--- src/rtl/bls_pkg.sv ---
// Package for the line stepper: command and status structs between the
// controller and the datapath, register map and field widths. No dependencies.
package bls_pkg;

  localparam int COORD_W = 16;
  localparam int COLOR_W = 8;
  localparam int CFG_AW  = 3;
  localparam int CFG_DW  = 32;

  // word index of the color register (paddr[2])
  localparam logic REG_COLOR = 1'b0;

  typedef struct packed {
    logic load;
    logic setup;
    logic step;
    logic emit_pix;
    logic emit_err;
  } bls_cmd_t;

  typedef struct packed {
    logic too_big;
    logic cnt_zero;
  } bls_sts_t;

endpackage

--- src/rtl/bls_ctrl.sv ---
// Line stepper controller: one-hot state machine that sequences load, setup,
// stepping and reject of a line command. Depends on bls_pkg.
module bls_ctrl (
  input  logic              clk,
  input  logic              rst_n,
  input  logic              start,
  input  bls_pkg::bls_sts_t sts,
  output bls_pkg::bls_cmd_t cmd,
  output logic              busy
);
  import bls_pkg::*;

  typedef enum logic [3:0] {
    ST_IDLE  = 4'b0001,
    ST_SETUP = 4'b0010,
    ST_RUN   = 4'b0100,
    ST_REJ   = 4'b1000
  } state_t;

  state_t state_r, state_nxt;

  always_comb begin
    state_nxt = state_r;
    cmd       = '0;
    unique case (state_r)
      ST_IDLE: begin
        if (start) begin
          cmd.load  = 1'b1;
          state_nxt = ST_SETUP;
        end
      end
      ST_SETUP: begin
        cmd.setup = 1'b1;
        state_nxt = sts.too_big ? ST_REJ : ST_RUN;
      end
      ST_RUN: begin
        cmd.emit_pix = 1'b1;
        cmd.step     = 1'b1;
        if (sts.cnt_zero) begin
          state_nxt = ST_IDLE;
        end
      end
      ST_REJ: begin
        cmd.emit_err = 1'b1;
        state_nxt    = ST_IDLE;
      end
      default: begin
        state_nxt = ST_IDLE;
      end
    endcase
  end

  assign busy = (state_r != ST_IDLE);

  always_ff @(posedge clk) begin
    if (!rst_n) begin
      state_r <= ST_IDLE;
    end else begin
      state_r <= state_nxt;
    end
  end

endmodule

--- src/rtl/bls_dp.sv ---
// Line stepper datapath: coordinate, span, error-term and count registers,
// plus the registered result stage. Depends on bls_pkg.
module bls_dp #(
  parameter int MAX_SPAN = 63
) (
  input  logic                          clk,
  input  logic                          rst_n,
  input  bls_pkg::bls_cmd_t             cmd,
  output bls_pkg::bls_sts_t             sts,
  input  logic [bls_pkg::COORD_W-1:0]   start_x,
  input  logic [bls_pkg::COORD_W-1:0]   start_y,
  input  logic [bls_pkg::COORD_W-1:0]   end_x,
  input  logic [bls_pkg::COORD_W-1:0]   end_y,
  input  logic [bls_pkg::COLOR_W-1:0]   color,
  output logic                          out_valid,
  output logic [bls_pkg::COORD_W-1:0]   out_pixel_x,
  output logic [bls_pkg::COORD_W-1:0]   out_pixel_y,
  output logic [bls_pkg::COLOR_W-1:0]   out_pixel_color,
  output logic                          out_last_pixel,
  output logic                          out_span_error
);
  import bls_pkg::*;

  localparam int SPAN_W = $clog2(MAX_SPAN + 1);
  localparam int FRAC_W = SPAN_W + 3;
  localparam logic [COORD_W-1:0] SPAN_LIM = COORD_W'(MAX_SPAN);

  logic [COORD_W-1:0] cur_x_r, cur_y_r, end_x_r, end_y_r;
  logic [COORD_W-1:0] cur_x_nxt, cur_y_nxt;
  logic               negx_r, negy_r, xmaj_r;
  logic [SPAN_W-1:0]  maj_r, min_r, cnt_r;
  logic [FRAC_W-1:0]  frac_r, frac_nxt;

  logic [COORD_W-1:0] dx_d, dy_d, adx_a, ady_a, inc_x, inc_y;
  logic [SPAN_W-1:0]  adx_s, ady_s, maj_s, min_s;
  logic               xmaj_s, frac_pos;
  logic [FRAC_W-1:0]  maj2, min2, frac_init;

  logic               valid_r;
  logic [COORD_W-1:0] px_r, py_r;
  logic [COLOR_W-1:0] pc_r;
  logic               last_r, err_r;

  always_comb begin
    dx_d      = end_x_r - cur_x_r;
    dy_d      = end_y_r - cur_y_r;
    adx_a     = dx_d[COORD_W-1] ? COORD_W'(~dx_d + 1'b1) : dx_d;
    ady_a     = dy_d[COORD_W-1] ? COORD_W'(~dy_d + 1'b1) : dy_d;
    adx_s     = adx_a[SPAN_W-1:0];
    ady_s     = ady_a[SPAN_W-1:0];
    xmaj_s    = (adx_s > ady_s);
    maj_s     = xmaj_s ? adx_s : ady_s;
    min_s     = xmaj_s ? ady_s : adx_s;
    frac_init = {2'b00, min_s, 1'b0} - {3'b000, maj_s};

    sts.too_big  = (adx_a > SPAN_LIM) || (ady_a > SPAN_LIM);
    sts.cnt_zero = (cnt_r == '0);

    maj2     = {2'b00, maj_r, 1'b0};
    min2     = {2'b00, min_r, 1'b0};
    frac_pos = !frac_r[FRAC_W-1];
    inc_x    = negx_r ? '1 : COORD_W'(1);
    inc_y    = negy_r ? '1 : COORD_W'(1);

    cur_x_nxt = cur_x_r;
    cur_y_nxt = cur_y_r;
    if (xmaj_r) begin
      cur_x_nxt = cur_x_r + inc_x;
      if (frac_pos) begin
        cur_y_nxt = cur_y_r + inc_y;
      end
    end else begin
      cur_y_nxt = cur_y_r + inc_y;
      if (frac_pos) begin
        cur_x_nxt = cur_x_r + inc_x;
      end
    end
    frac_nxt = frac_pos ? (frac_r - maj2 + min2) : (frac_r + min2);
  end

  always_ff @(posedge clk) begin
    if (cmd.load) begin
      cur_x_r <= start_x;
      cur_y_r <= start_y;
      end_x_r <= end_x;
      end_y_r <= end_y;
    end else if (cmd.step) begin
      cur_x_r <= cur_x_nxt;
      cur_y_r <= cur_y_nxt;
    end
    if (cmd.setup) begin
      negx_r <= dx_d[COORD_W-1];
      negy_r <= dy_d[COORD_W-1];
      xmaj_r <= xmaj_s;
      maj_r  <= maj_s;
      min_r  <= min_s;
      cnt_r  <= maj_s;
      frac_r <= frac_init;
    end else if (cmd.step) begin
      cnt_r  <= cnt_r - 1'b1;
      frac_r <= frac_nxt;
    end
  end

  always_ff @(posedge clk) begin
    if (!rst_n) begin
      valid_r <= 1'b0;
    end else begin
      valid_r <= cmd.emit_pix || cmd.emit_err;
    end
  end

  always_ff @(posedge clk) begin
    if (cmd.emit_err) begin
      px_r   <= '0;
      py_r   <= '0;
      pc_r   <= '0;
      last_r <= 1'b1;
      err_r  <= 1'b1;
    end else if (cmd.emit_pix) begin
      px_r   <= cur_x_r;
      py_r   <= cur_y_r;
      pc_r   <= color;
      last_r <= sts.cnt_zero;
      err_r  <= 1'b0;
    end
  end

  assign out_valid       = valid_r;
  assign out_pixel_x     = px_r;
  assign out_pixel_y     = py_r;
  assign out_pixel_color = pc_r;
  assign out_last_pixel  = last_r;
  assign out_span_error  = err_r;

endmodule

--- src/rtl/bresenham_line_stepper.sv ---
// Bresenham line stepper top level: APB color register, controller and
// datapath. Depends on bls_pkg, bls_ctrl and bls_dp.
//
// A command is taken when start is high and busy is low. After the load and
// setup steps the stepping loop emits one pixel per clock, start pixel
// first, so a command of major span N yields N + 1 results; a command whose
// span on either axis exceeds MAX_SPAN yields a single result with
// span_error and last_pixel set. Each result is shown for one cycle on
// out_valid, in the cycle after it is formed; the receiver cannot stall
// the stepper.
module bresenham_line_stepper #(
  parameter int MAX_SPAN = 63
) (
  input  logic                          clk,
  input  logic                          rst_n,
  input  logic                          start,
  output logic                          busy,
  input  logic [bls_pkg::COORD_W-1:0]   in_start_x,
  input  logic [bls_pkg::COORD_W-1:0]   in_start_y,
  input  logic [bls_pkg::COORD_W-1:0]   in_end_x,
  input  logic [bls_pkg::COORD_W-1:0]   in_end_y,
  output logic                          out_valid,
  output logic [bls_pkg::COORD_W-1:0]   out_pixel_x,
  output logic [bls_pkg::COORD_W-1:0]   out_pixel_y,
  output logic [bls_pkg::COLOR_W-1:0]   out_pixel_color,
  output logic                          out_last_pixel,
  output logic                          out_span_error,
  input  logic                          psel,
  input  logic                          penable,
  input  logic                          pwrite,
  input  logic [bls_pkg::CFG_AW-1:0]    paddr,
  input  logic [bls_pkg::CFG_DW-1:0]    pwdata,
  output logic [bls_pkg::CFG_DW-1:0]    prdata,
  output logic                          pready
);
  import bls_pkg::*;

  bls_cmd_t           cmd;
  bls_sts_t           sts;
  logic [COLOR_W-1:0] color_r;
  logic               cfg_wr;

  assign pready = 1'b1;
  assign cfg_wr = psel && penable && pwrite;

  always_ff @(posedge clk) begin
    if (!rst_n) begin
      color_r <= '0;
    end else if (cfg_wr && (paddr[2] == REG_COLOR)) begin
      color_r <= pwdata[COLOR_W-1:0];
    end
  end

  assign prdata = (paddr[2] == REG_COLOR) ? {{(CFG_DW-COLOR_W){1'b0}}, color_r} : '0;

  bls_ctrl u_ctrl (
    .clk   (clk),
    .rst_n (rst_n),
    .start (start),
    .sts   (sts),
    .cmd   (cmd),
    .busy  (busy)
  );

  bls_dp #(
    .MAX_SPAN (MAX_SPAN)
  ) u_dp (
    .clk             (clk),
    .rst_n           (rst_n),
    .cmd             (cmd),
    .sts             (sts),
    .start_x         (in_start_x),
    .start_y         (in_start_y),
    .end_x           (in_end_x),
    .end_y           (in_end_y),
    .color           (color_r),
    .out_valid       (out_valid),
    .out_pixel_x     (out_pixel_x),
    .out_pixel_y     (out_pixel_y),
    .out_pixel_color (out_pixel_color),
    .out_last_pixel  (out_last_pixel),
    .out_span_error  (out_span_error)
  );

  a_accept_busy: assert property (@(posedge clk) disable iff (!rst_n)
    (start && !busy) |=> busy)
    else $error("busy not raised after command transfer");

  a_err_last: assert property (@(posedge clk) disable iff (!rst_n)
    (out_valid && out_span_error) |-> out_last_pixel)
    else $error("span error result not marked last");

  a_err_zero: assert property (@(posedge clk) disable iff (!rst_n)
    (out_valid && out_span_error) |->
      (out_pixel_x == '0 && out_pixel_y == '0 && out_pixel_color == '0))
    else $error("span error result carries pixel data");

  a_no_result_idle: assert property (@(posedge clk) disable iff (!rst_n)
    (out_valid && !out_last_pixel) |-> busy)
    else $error("stepper went idle before the last pixel");

endmodule
--- config.mk ---
export PLATFORM = sky130hd
export DESIGN_NAME = bresenham_line_stepper
export DESIGN_NICKNAME = d
export VERILOG_FILES = /design/src/rtl/bls_pkg.sv /design/src/rtl/bls_ctrl.sv /design/src/rtl/bls_dp.sv /design/src/rtl/bresenham_line_stepper.sv
export SDC_FILE = /design/constraint.sdc
export NUM_CORES = 1
export LEC_CHECK = 0
export BUFFER_PORTS_ARGS = -buffer_cell sky130_fd_sc_hd__buf_4
export CAP_MARGIN = 0
export CORE_UTILIZATION = 35
export DETAILED_ROUTE_END_ITERATION = 6
export HOLD_SLACK_MARGIN = 0.02
export PLACE_DENSITY = 0.61
export SLEW_MARGIN = 5
export SYNTH_ARGS = -nofsm -noshare
export SYNTH_HDL_FRONTEND = slang
export SYNTH_SLANG_ARGS = --single-unit
export TNS_END_PERCENT = 50
--- constraint.sdc ---
create_clock -name clk -period 11.24 [get_ports clk]
set_input_delay 0 -clock clk [delete_from_list [all_inputs] [get_ports clk]]
set_output_delay 0 -clock clk [all_outputs]
set_load 0.01 [all_outputs]
* Word level (Yosys, flattened, before mapping)
Index checks and enable logic that the tools add are counted.
Storage, ports and cells: bits in registers 149, input bits 105, word-level logic and storage cells 85
Operators by class: $add $sub $neg 11, order comparisons 3, eq/ne operators 9, multiplexer cells 29, bitwise logic cells 3, reduce and logical (&&, ||, !) cells 11
Operator list (count):
- 2-to-1 mux 16 bit | 12
- adder 16 x 1 -> 16 bit (second input constant) | 2
- adder 16 bit | 2
- greater-than comparator 16 x 6 -> 1 bit (second input constant) | 2
- inverter 16 bit | 2
- subtractor 16 bit | 2
- 2-to-1 mux 9 bit | 3
- 2-to-1 mux 6 bit | 4
- adder 9 x 7 -> 9 bit | 2
- 2-to-1 mux 4 bit | 3
- one-hot mux 4 bit (3 select lines) | 1
- subtractor 9 x 7 -> 9 bit | 1
- 2-to-1 mux 8 bit | 1
- subtractor 7 x 6 -> 8 bit | 1
- greater-than comparator 6 bit | 1
- logical NOT 6 bit | 1
- AND reduction 2 bit | 3
- subtractor 6 x 1 -> 6 bit (second input constant) | 1
- == test 4 x 1 -> 1 bit (second input constant) | 1
- == test 4 x 2 -> 1 bit (second input constant) | 1
- == test 4 x 3 -> 1 bit (second input constant) | 1
- == test 4 bit (second input constant) | 1
- 2-to-1 mux 1 bit | 4
- inequality test 2 bit (second input constant) | 2
- other kinds (8) | 12

* Logic depth before layout (Yosys ltp)
word-level depth 8, depth in mapped cells 31

* Cells and area by module
From an unflattened synthesis, not the netlist that was laid out.
Second synthesis, totals: cell total of the unflattened synthesis 1148, area total of the unflattened synthesis 10621.4 um^2
Modules (own cells, without submodules):
- bls_dp | times used 1, cells an instance 1052, area each 9803.2 um^2
- bresenham_line_stepper | times used 1, cells an instance 71, area each 596.8 um^2
- bls_ctrl | times used 1, cells an instance 25, area each 221.5 um^2

* Least setup slack after synthesis
OpenSTA, ideal clock, no wires.
path type flip-flop to flip-flop, start point reg u_dp.cur_x_r[12], end point reg u_dp.frac_r[5] (data pin), arrival 5233 ps, path slack 5708 ps, stages on the path, launching flop included 30, path buffers 2, path through edfxtp_1 inv_1 ha_1 a21oi_1 nor2_1 a2111oi_0 a21oi_1 a21oi_4 xnor2_2 mux2i_1 inv_1 ha_1 nor2b_1 o21a_1 o21ai_0 maj3_1 o211ai_1 o21a_1 buf_4 buf_2 nand2_1 o21ai_0 inv_1 ha_1 and3_1 o211ai_1 o211ai_2 a211oi_2 or3_1 a31oi_1
On the way: word-level cells in the longest chain between the ends 6, elaborated cells between the ends (all ways) 7
RTL lines:
- from (decl) | line bls_dp.sv:28 | logic [COORD_W-1:0] cur_x_r, cur_y_r, end_x_r, end_y_r;
- from (signal assigned) | line bls_dp.sv:83 | cur_x_r <= start_x;
- from (signal assigned) | line bls_dp.sv:88 | cur_x_r <= cur_x_nxt;
- subtractor 16 bit | line bls_dp.sv:45 | dx_d = end_x_r - cur_x_r;
- 2-to-1 mux 16 bit | line bls_dp.sv:47 | adx_a = dx_d[COORD_W-1] ? COORD_W'(~dx_d + 1'b1) : dx_d;
- greater-than comparator 6 bit | line bls_dp.sv:51 | xmaj_s = (adx_s > ady_s);
- net u_dp.xmaj_s | line bls_dp.sv:36 | logic xmaj_s, frac_pos;
- 2-to-1 mux 6 bit | line bls_dp.sv:52 | maj_s = xmaj_s ? adx_s : ady_s;
- net u_dp.maj_s[2] | line bls_dp.sv:35 | logic [SPAN_W-1:0] adx_s, ady_s, maj_s, min_s;
- subtractor 7 x 6 -> 8 bit | line bls_dp.sv:54 | frac_init = {2'b00, min_s, 1'b0} - {3'b000, maj_s};
- 2-to-1 mux 9 bit | line bls_dp.sv:91 | if (cmd.setup) begin
- to (signal assigned) | line bls_dp.sv:98 | frac_r <= frac_init;
- to (signal assigned) | line bls_dp.sv:101 | frac_r <= frac_nxt;
- to (decl) | line bls_dp.sv:32 | logic [FRAC_W-1:0] frac_r, frac_nxt;
The timed path passes the listed nets, and every way through them passes these cells. A chain may end at the register's enable or synchronous reset.

* Final worst setup path
start point reg u_dp.cur_x_r[12], end point reg u_dp.frac_r[8] (data pin)
On the way: word-level cells in the longest chain between the ends 6, elaborated cells between the ends (all ways) 7
RTL lines (line):
- subtractor 16 bit (*) | bls_dp.sv:45
- 2-to-1 mux 16 bit (*) | bls_dp.sv:47
- greater-than comparator 6 bit | bls_dp.sv:51
- 2-to-1 mux 6 bit (*) | bls_dp.sv:52
- net u_dp.maj_s[1] | bls_dp.sv:35
- subtractor 7 x 6 -> 8 bit (*) | bls_dp.sv:54
- 2-to-1 mux 9 bit (*) | bls_dp.sv:91
The timed path passes the listed nets; every way through them passes the cells marked *.

==> results.sh <==
export IMPL_synth_area_per_cell_sq_um=8.83
export IMPL_io_buffers=130
export IMPL_ys_seq_area_share_pct=38.3
export IMPL_synth_edf_count=93
export IMPL_path_clk_slew_ns=0.07
export IMPL_crit_required_ns=11.46
export IMPL_synth_flop_cell="edfxtp_1"
export IMPL_setup_tns_ns=0
export IMPL_routed_wl_microns=23700
export IMPL_yosys_warnings=0
export IMPL_track_usage_pct=15.8
export IMPL_nets=1555
export IMPL_ys_seq_elements=148
export IMPL_cts_tree="built"
export IMPL_p_int_uw=1450
export IMPL_seq_area_sq_um=3890
export IMPL_drc_errors=0
export IMPL_rsz0062_at_grt="false"
export IMPL_ant_nets=0
export IMPL_antenna_found_initial=0
export IMPL_fmax_mhz=150
export IMPL_globalplace_congestion=0.824
export IMPL_layout_drive_gt1_share_pct=14.3
export IMPL_dpl_hpwl_microns=17000
export IMPL_finalMaxSlewViolations=0
export IMPL_cp_max_fo=16
export IMPL_drt_iter0_drc=373
export IMPL_period_share_pct=59.2
export IMPL_vdd_drop_max_mv=0.166
export IMPL_fin_area_sq_um=12800
export IMPL_synthCells=1153
export IMPL_postSynth_asyncResetShare_pct=0
export IMPL_num_rows=62
export IMPL_placed_area_sq_um=11500
export IMPL_syn_to_final_growth_pct=26.1
export IMPL_syn_area_sq_um=10200
export IMPL_hold_path_class="in -> reg"
export IMPL_path_class="reg -> reg"
export IMPL_htreeDepth=4
export IMPL_crit_arrival_ns=6.88
export IMPL_drt_pre_antenna_iters=4
export IMPL_switching_share_pct=39.5
export IMPL_powerDensity_nw_per_um2=186
export IMPL_synth_cell_types=76
export IMPL_combPwrFrac_pct=49.2
export IMPL_p_clk_share_pct=22.8
export IMPL_multi_input_area_sq_um=5670
export IMPL_post_cts_buffers=0
export IMPL_gr_total_overflow=0
export IMPL_power_frac_seq_pct=28.0
export IMPL_grt_pass1_vias=8009
export IMPL_initial_utilization_pct=35.6
export IMPL_nFillCells=2760
export IMPL_vias_per_cell=4.81
export IMPL_slew_limit_headroom_pct=23.3
export IMPL_pin_count=182
export IMPL_die_h_microns=173
export IMPL_p_leak_uw=0.00553
export IMPL_clkLatencyLatePin_ns=0.42
export IMPL_finalHoldViolCount=0
export IMPL_end_kind="flop"
export IMPL_cap_violations=0
export IMPL_cts_root_buf="clkbuf_16"
export IMPL_skew_ns=0.00885
export IMPL_grt_pass1_wl_microns=38500
export IMPL_worst_pin_slew_ns=1.15
export IMPL_start_kind="flop"
export IMPL_die_w_microns=173
export IMPL_grt_max_degree=55
export IMPL_status="finished, final reports clean"
export IMPL_cts_sinks=148
export IMPL_setup_violations=0
export IMPL_period_needed_ns=6.66
export IMPL_fin_ws_ns=4.58
export IMPL_die_area_sq_um=29800
export IMPL_dp_slack_ns=4.60
export IMPL_cts_buffers=17
export IMPL_clock_path_buffers=2
export IMPL_coreArea_sq_um=28600
export IMPL_vias=8432
export IMPL_diodes=0
export IMPL_p_sw_uw=945
export IMPL_wire_per_inst_microns=13.5
[cell type report]
cell class                      instances  area share, %
Inverter                              108           3.16
Sequential cell                       148           30.3
Multi-Input combinational cell        864           44.2
Clock buffer                           18           3.42
Clock inverter                         14          0.906
Tap cell                              384           3.74
Timing Repair Buffer                  217           14.3
[state kept, by name, indices dropped and copies added (netlist names)]
signal	count
u_dp.xmaj_r	1
u_dp.frac_r	8
u_dp.negy_r	1
u_dp.out_pixel_y	16
u_dp.cnt_r	6
u_dp.negx_r	1
u_dp.cur_y_r	16
u_dp.out_pixel_x	16
u_dp.cur_x_r	16
u_dp.out_valid	1
u_dp.out_span_error	1
u_dp.out_pixel_color	8
u_dp.min_r	6
u_dp.maj_r	6
u_dp.out_last_pixel	1
u_ctrl.state_r	4
color_r	8
u_dp.end_x_r	16
u_dp.end_y_r	16
[path summary, 6_finish.rpt]
| kind | start | end | slack, ns | depth (start not counted) |
|---|---|---|---|---|
| setup / recovery | u_dp.cur_x_r[12]$_DFFE_PP_ | u_dp.frac_r[8]$_DFFE_PP_ | 4.58 | 26 |
| setup reg to reg | u_dp.cur_x_r[12]$_DFFE_PP_ | u_dp.frac_r[8]$_DFFE_PP_ | 4.58 | 26 |
| hold reg to reg | u_dp.out_pixel_y[11]$_SDFFE_PP0P_ | u_dp.out_pixel_y[11]$_SDFFE_PP0P_ | 0.46 | 2 |
| hold / removal | penable | color_r[4]$_SDFFE_PN0P_ | 0.18 | 4 |
[metrics by stage]
stage | power, uW | std cells | utilization [%] | hold WS (ns)
floorplan | 1620 | 1176 | - | 0.0464
global placement | 1820 | 1639 | 40.0 | 0.179
detailed placement | 1840 | 1639 | 40.0 | 0.179
CTS | 2410 | 1753 | 44.8 | 0.154
global route | 2580 | 1753 | 44.8 | 0.166
finish | 2390 | 1753 | 44.8 | 0.175
[cell usage after synthesis (all sizes together), types with 14 or more instances]
master,number,share of area [%]
a21boi,19,1.4
a21oi,127,6.4
buf,30,2.1
clkbuf,26,0.96
dfxtp,55,11
edfxtp,93,27
ha,81,10
inv,108,4.0
mux2i,14,1.6
nand2,171,6.3
nor2,91,3.4
nor2b,20,1.2
nor3,18,0.89
o21ai,59,2.9
o31ai,15,1.2
xnor2,53,4.8
xor2,27,2.4
[worst max-delay path, cell delays in order (launching register included)]
cell,delay [ns]
edfxtp_1,0.43
inv_1,0.09
ha_1,0.28
a21oi_1,0.18
nor2_1,0.06
a2111oi_0,0.44
a21oi_1,0.19
a21oi_4,0.27
xnor2_2,0.26
mux2i_1,0.30
inv_1,0.09
ha_1,0.30
nor2b_1,0.13
o21a_1,0.11
o21ai_0,0.08
maj3_1,0.37
o211ai_1,0.23
o21a_1,0.58
mux2i_1,0.49
inv_1,0.10
ha_1,0.32
and3_1,0.19
o211ai_1,0.13
o211ai_2,0.17
a211oi_2,0.32
nor3b_1,0.11
o41ai_1,0.25
[per-layer routing]
layer / global-route usage [%] / vias to the layer above / routed length, microns
met2: 27.5 / 149 / 11600
met1: 20.0 / 3916 / 11000
met5: 0 / - / 0
met3: 2.46 / 19 / 713
met4: 5.21 / 0 / 344
li1: - / 4348 / -
[repair_timing]
item                                    CTS  global route
endpoints found under the hold margin    77             0
gates resized for setup                   0             0
endpoints found under the setup margin    0             0
hold buffers                             82             0
[placed cells by master (no fill, tap or decap), types with 5 or more instances in the layout]
cell           count
a21boi_0          18
o21ai_0           53
nand3_1           10
nor2b_1           20
ha_1              81
a21oi_1          125
and2_1             6
buf_4            135
o211ai_1           7
inv_1            107
a21o_1            11
nand2b_1          11
conb_1            25
dlygate4sd3_1     82
a211oi_1           6
o21ai_1            6
o21a_1             6
and3_1             8
o21bai_1           5
xor2_1            26
dfxtp_1           55
o31ai_1           14
mux2i_1           11
a31oi_1            7
or3_1              6
clkbuf_16         17
fa_1              13
xnor2_1           50
edfxtp_1          93
nand2_1          170
nor2_1            89
inv_6              5
nor3_1            18
[cells by family after synthesis]
| kind of cell | Yosys count | synth area share, % |
|---|---|---|
| and+or+nand+nor | 365 | 16.2 |
| AOI/OAI and AO/OA | 283 | 16.8 |
| buffers and inverters | 164 | 7.06 |
| DFF | 148 | 38.3 |
| adders and majority gates | 95 | 12.6 |
| xor gates and xnor gates | 80 | 7.18 |
| muxes | 16 | 1.83 |
| other | 2 | 0.0738 |
[power by group through the flow]
stage | logic (uW) | registers, uW | clock network, uW
2_1_floorplan | 951 | 673 | 0
3_3_place_gp | 1140 | 681 | 0
3_5_place_dp | 1160 | 682 | 0
4_1_cts | 1180 | 670 | 560
5_1_grt | 1320 | 674 | 580
6_report | 1180 | 669 | 545
No activity file was read; power rests on OpenSTA's default activity.
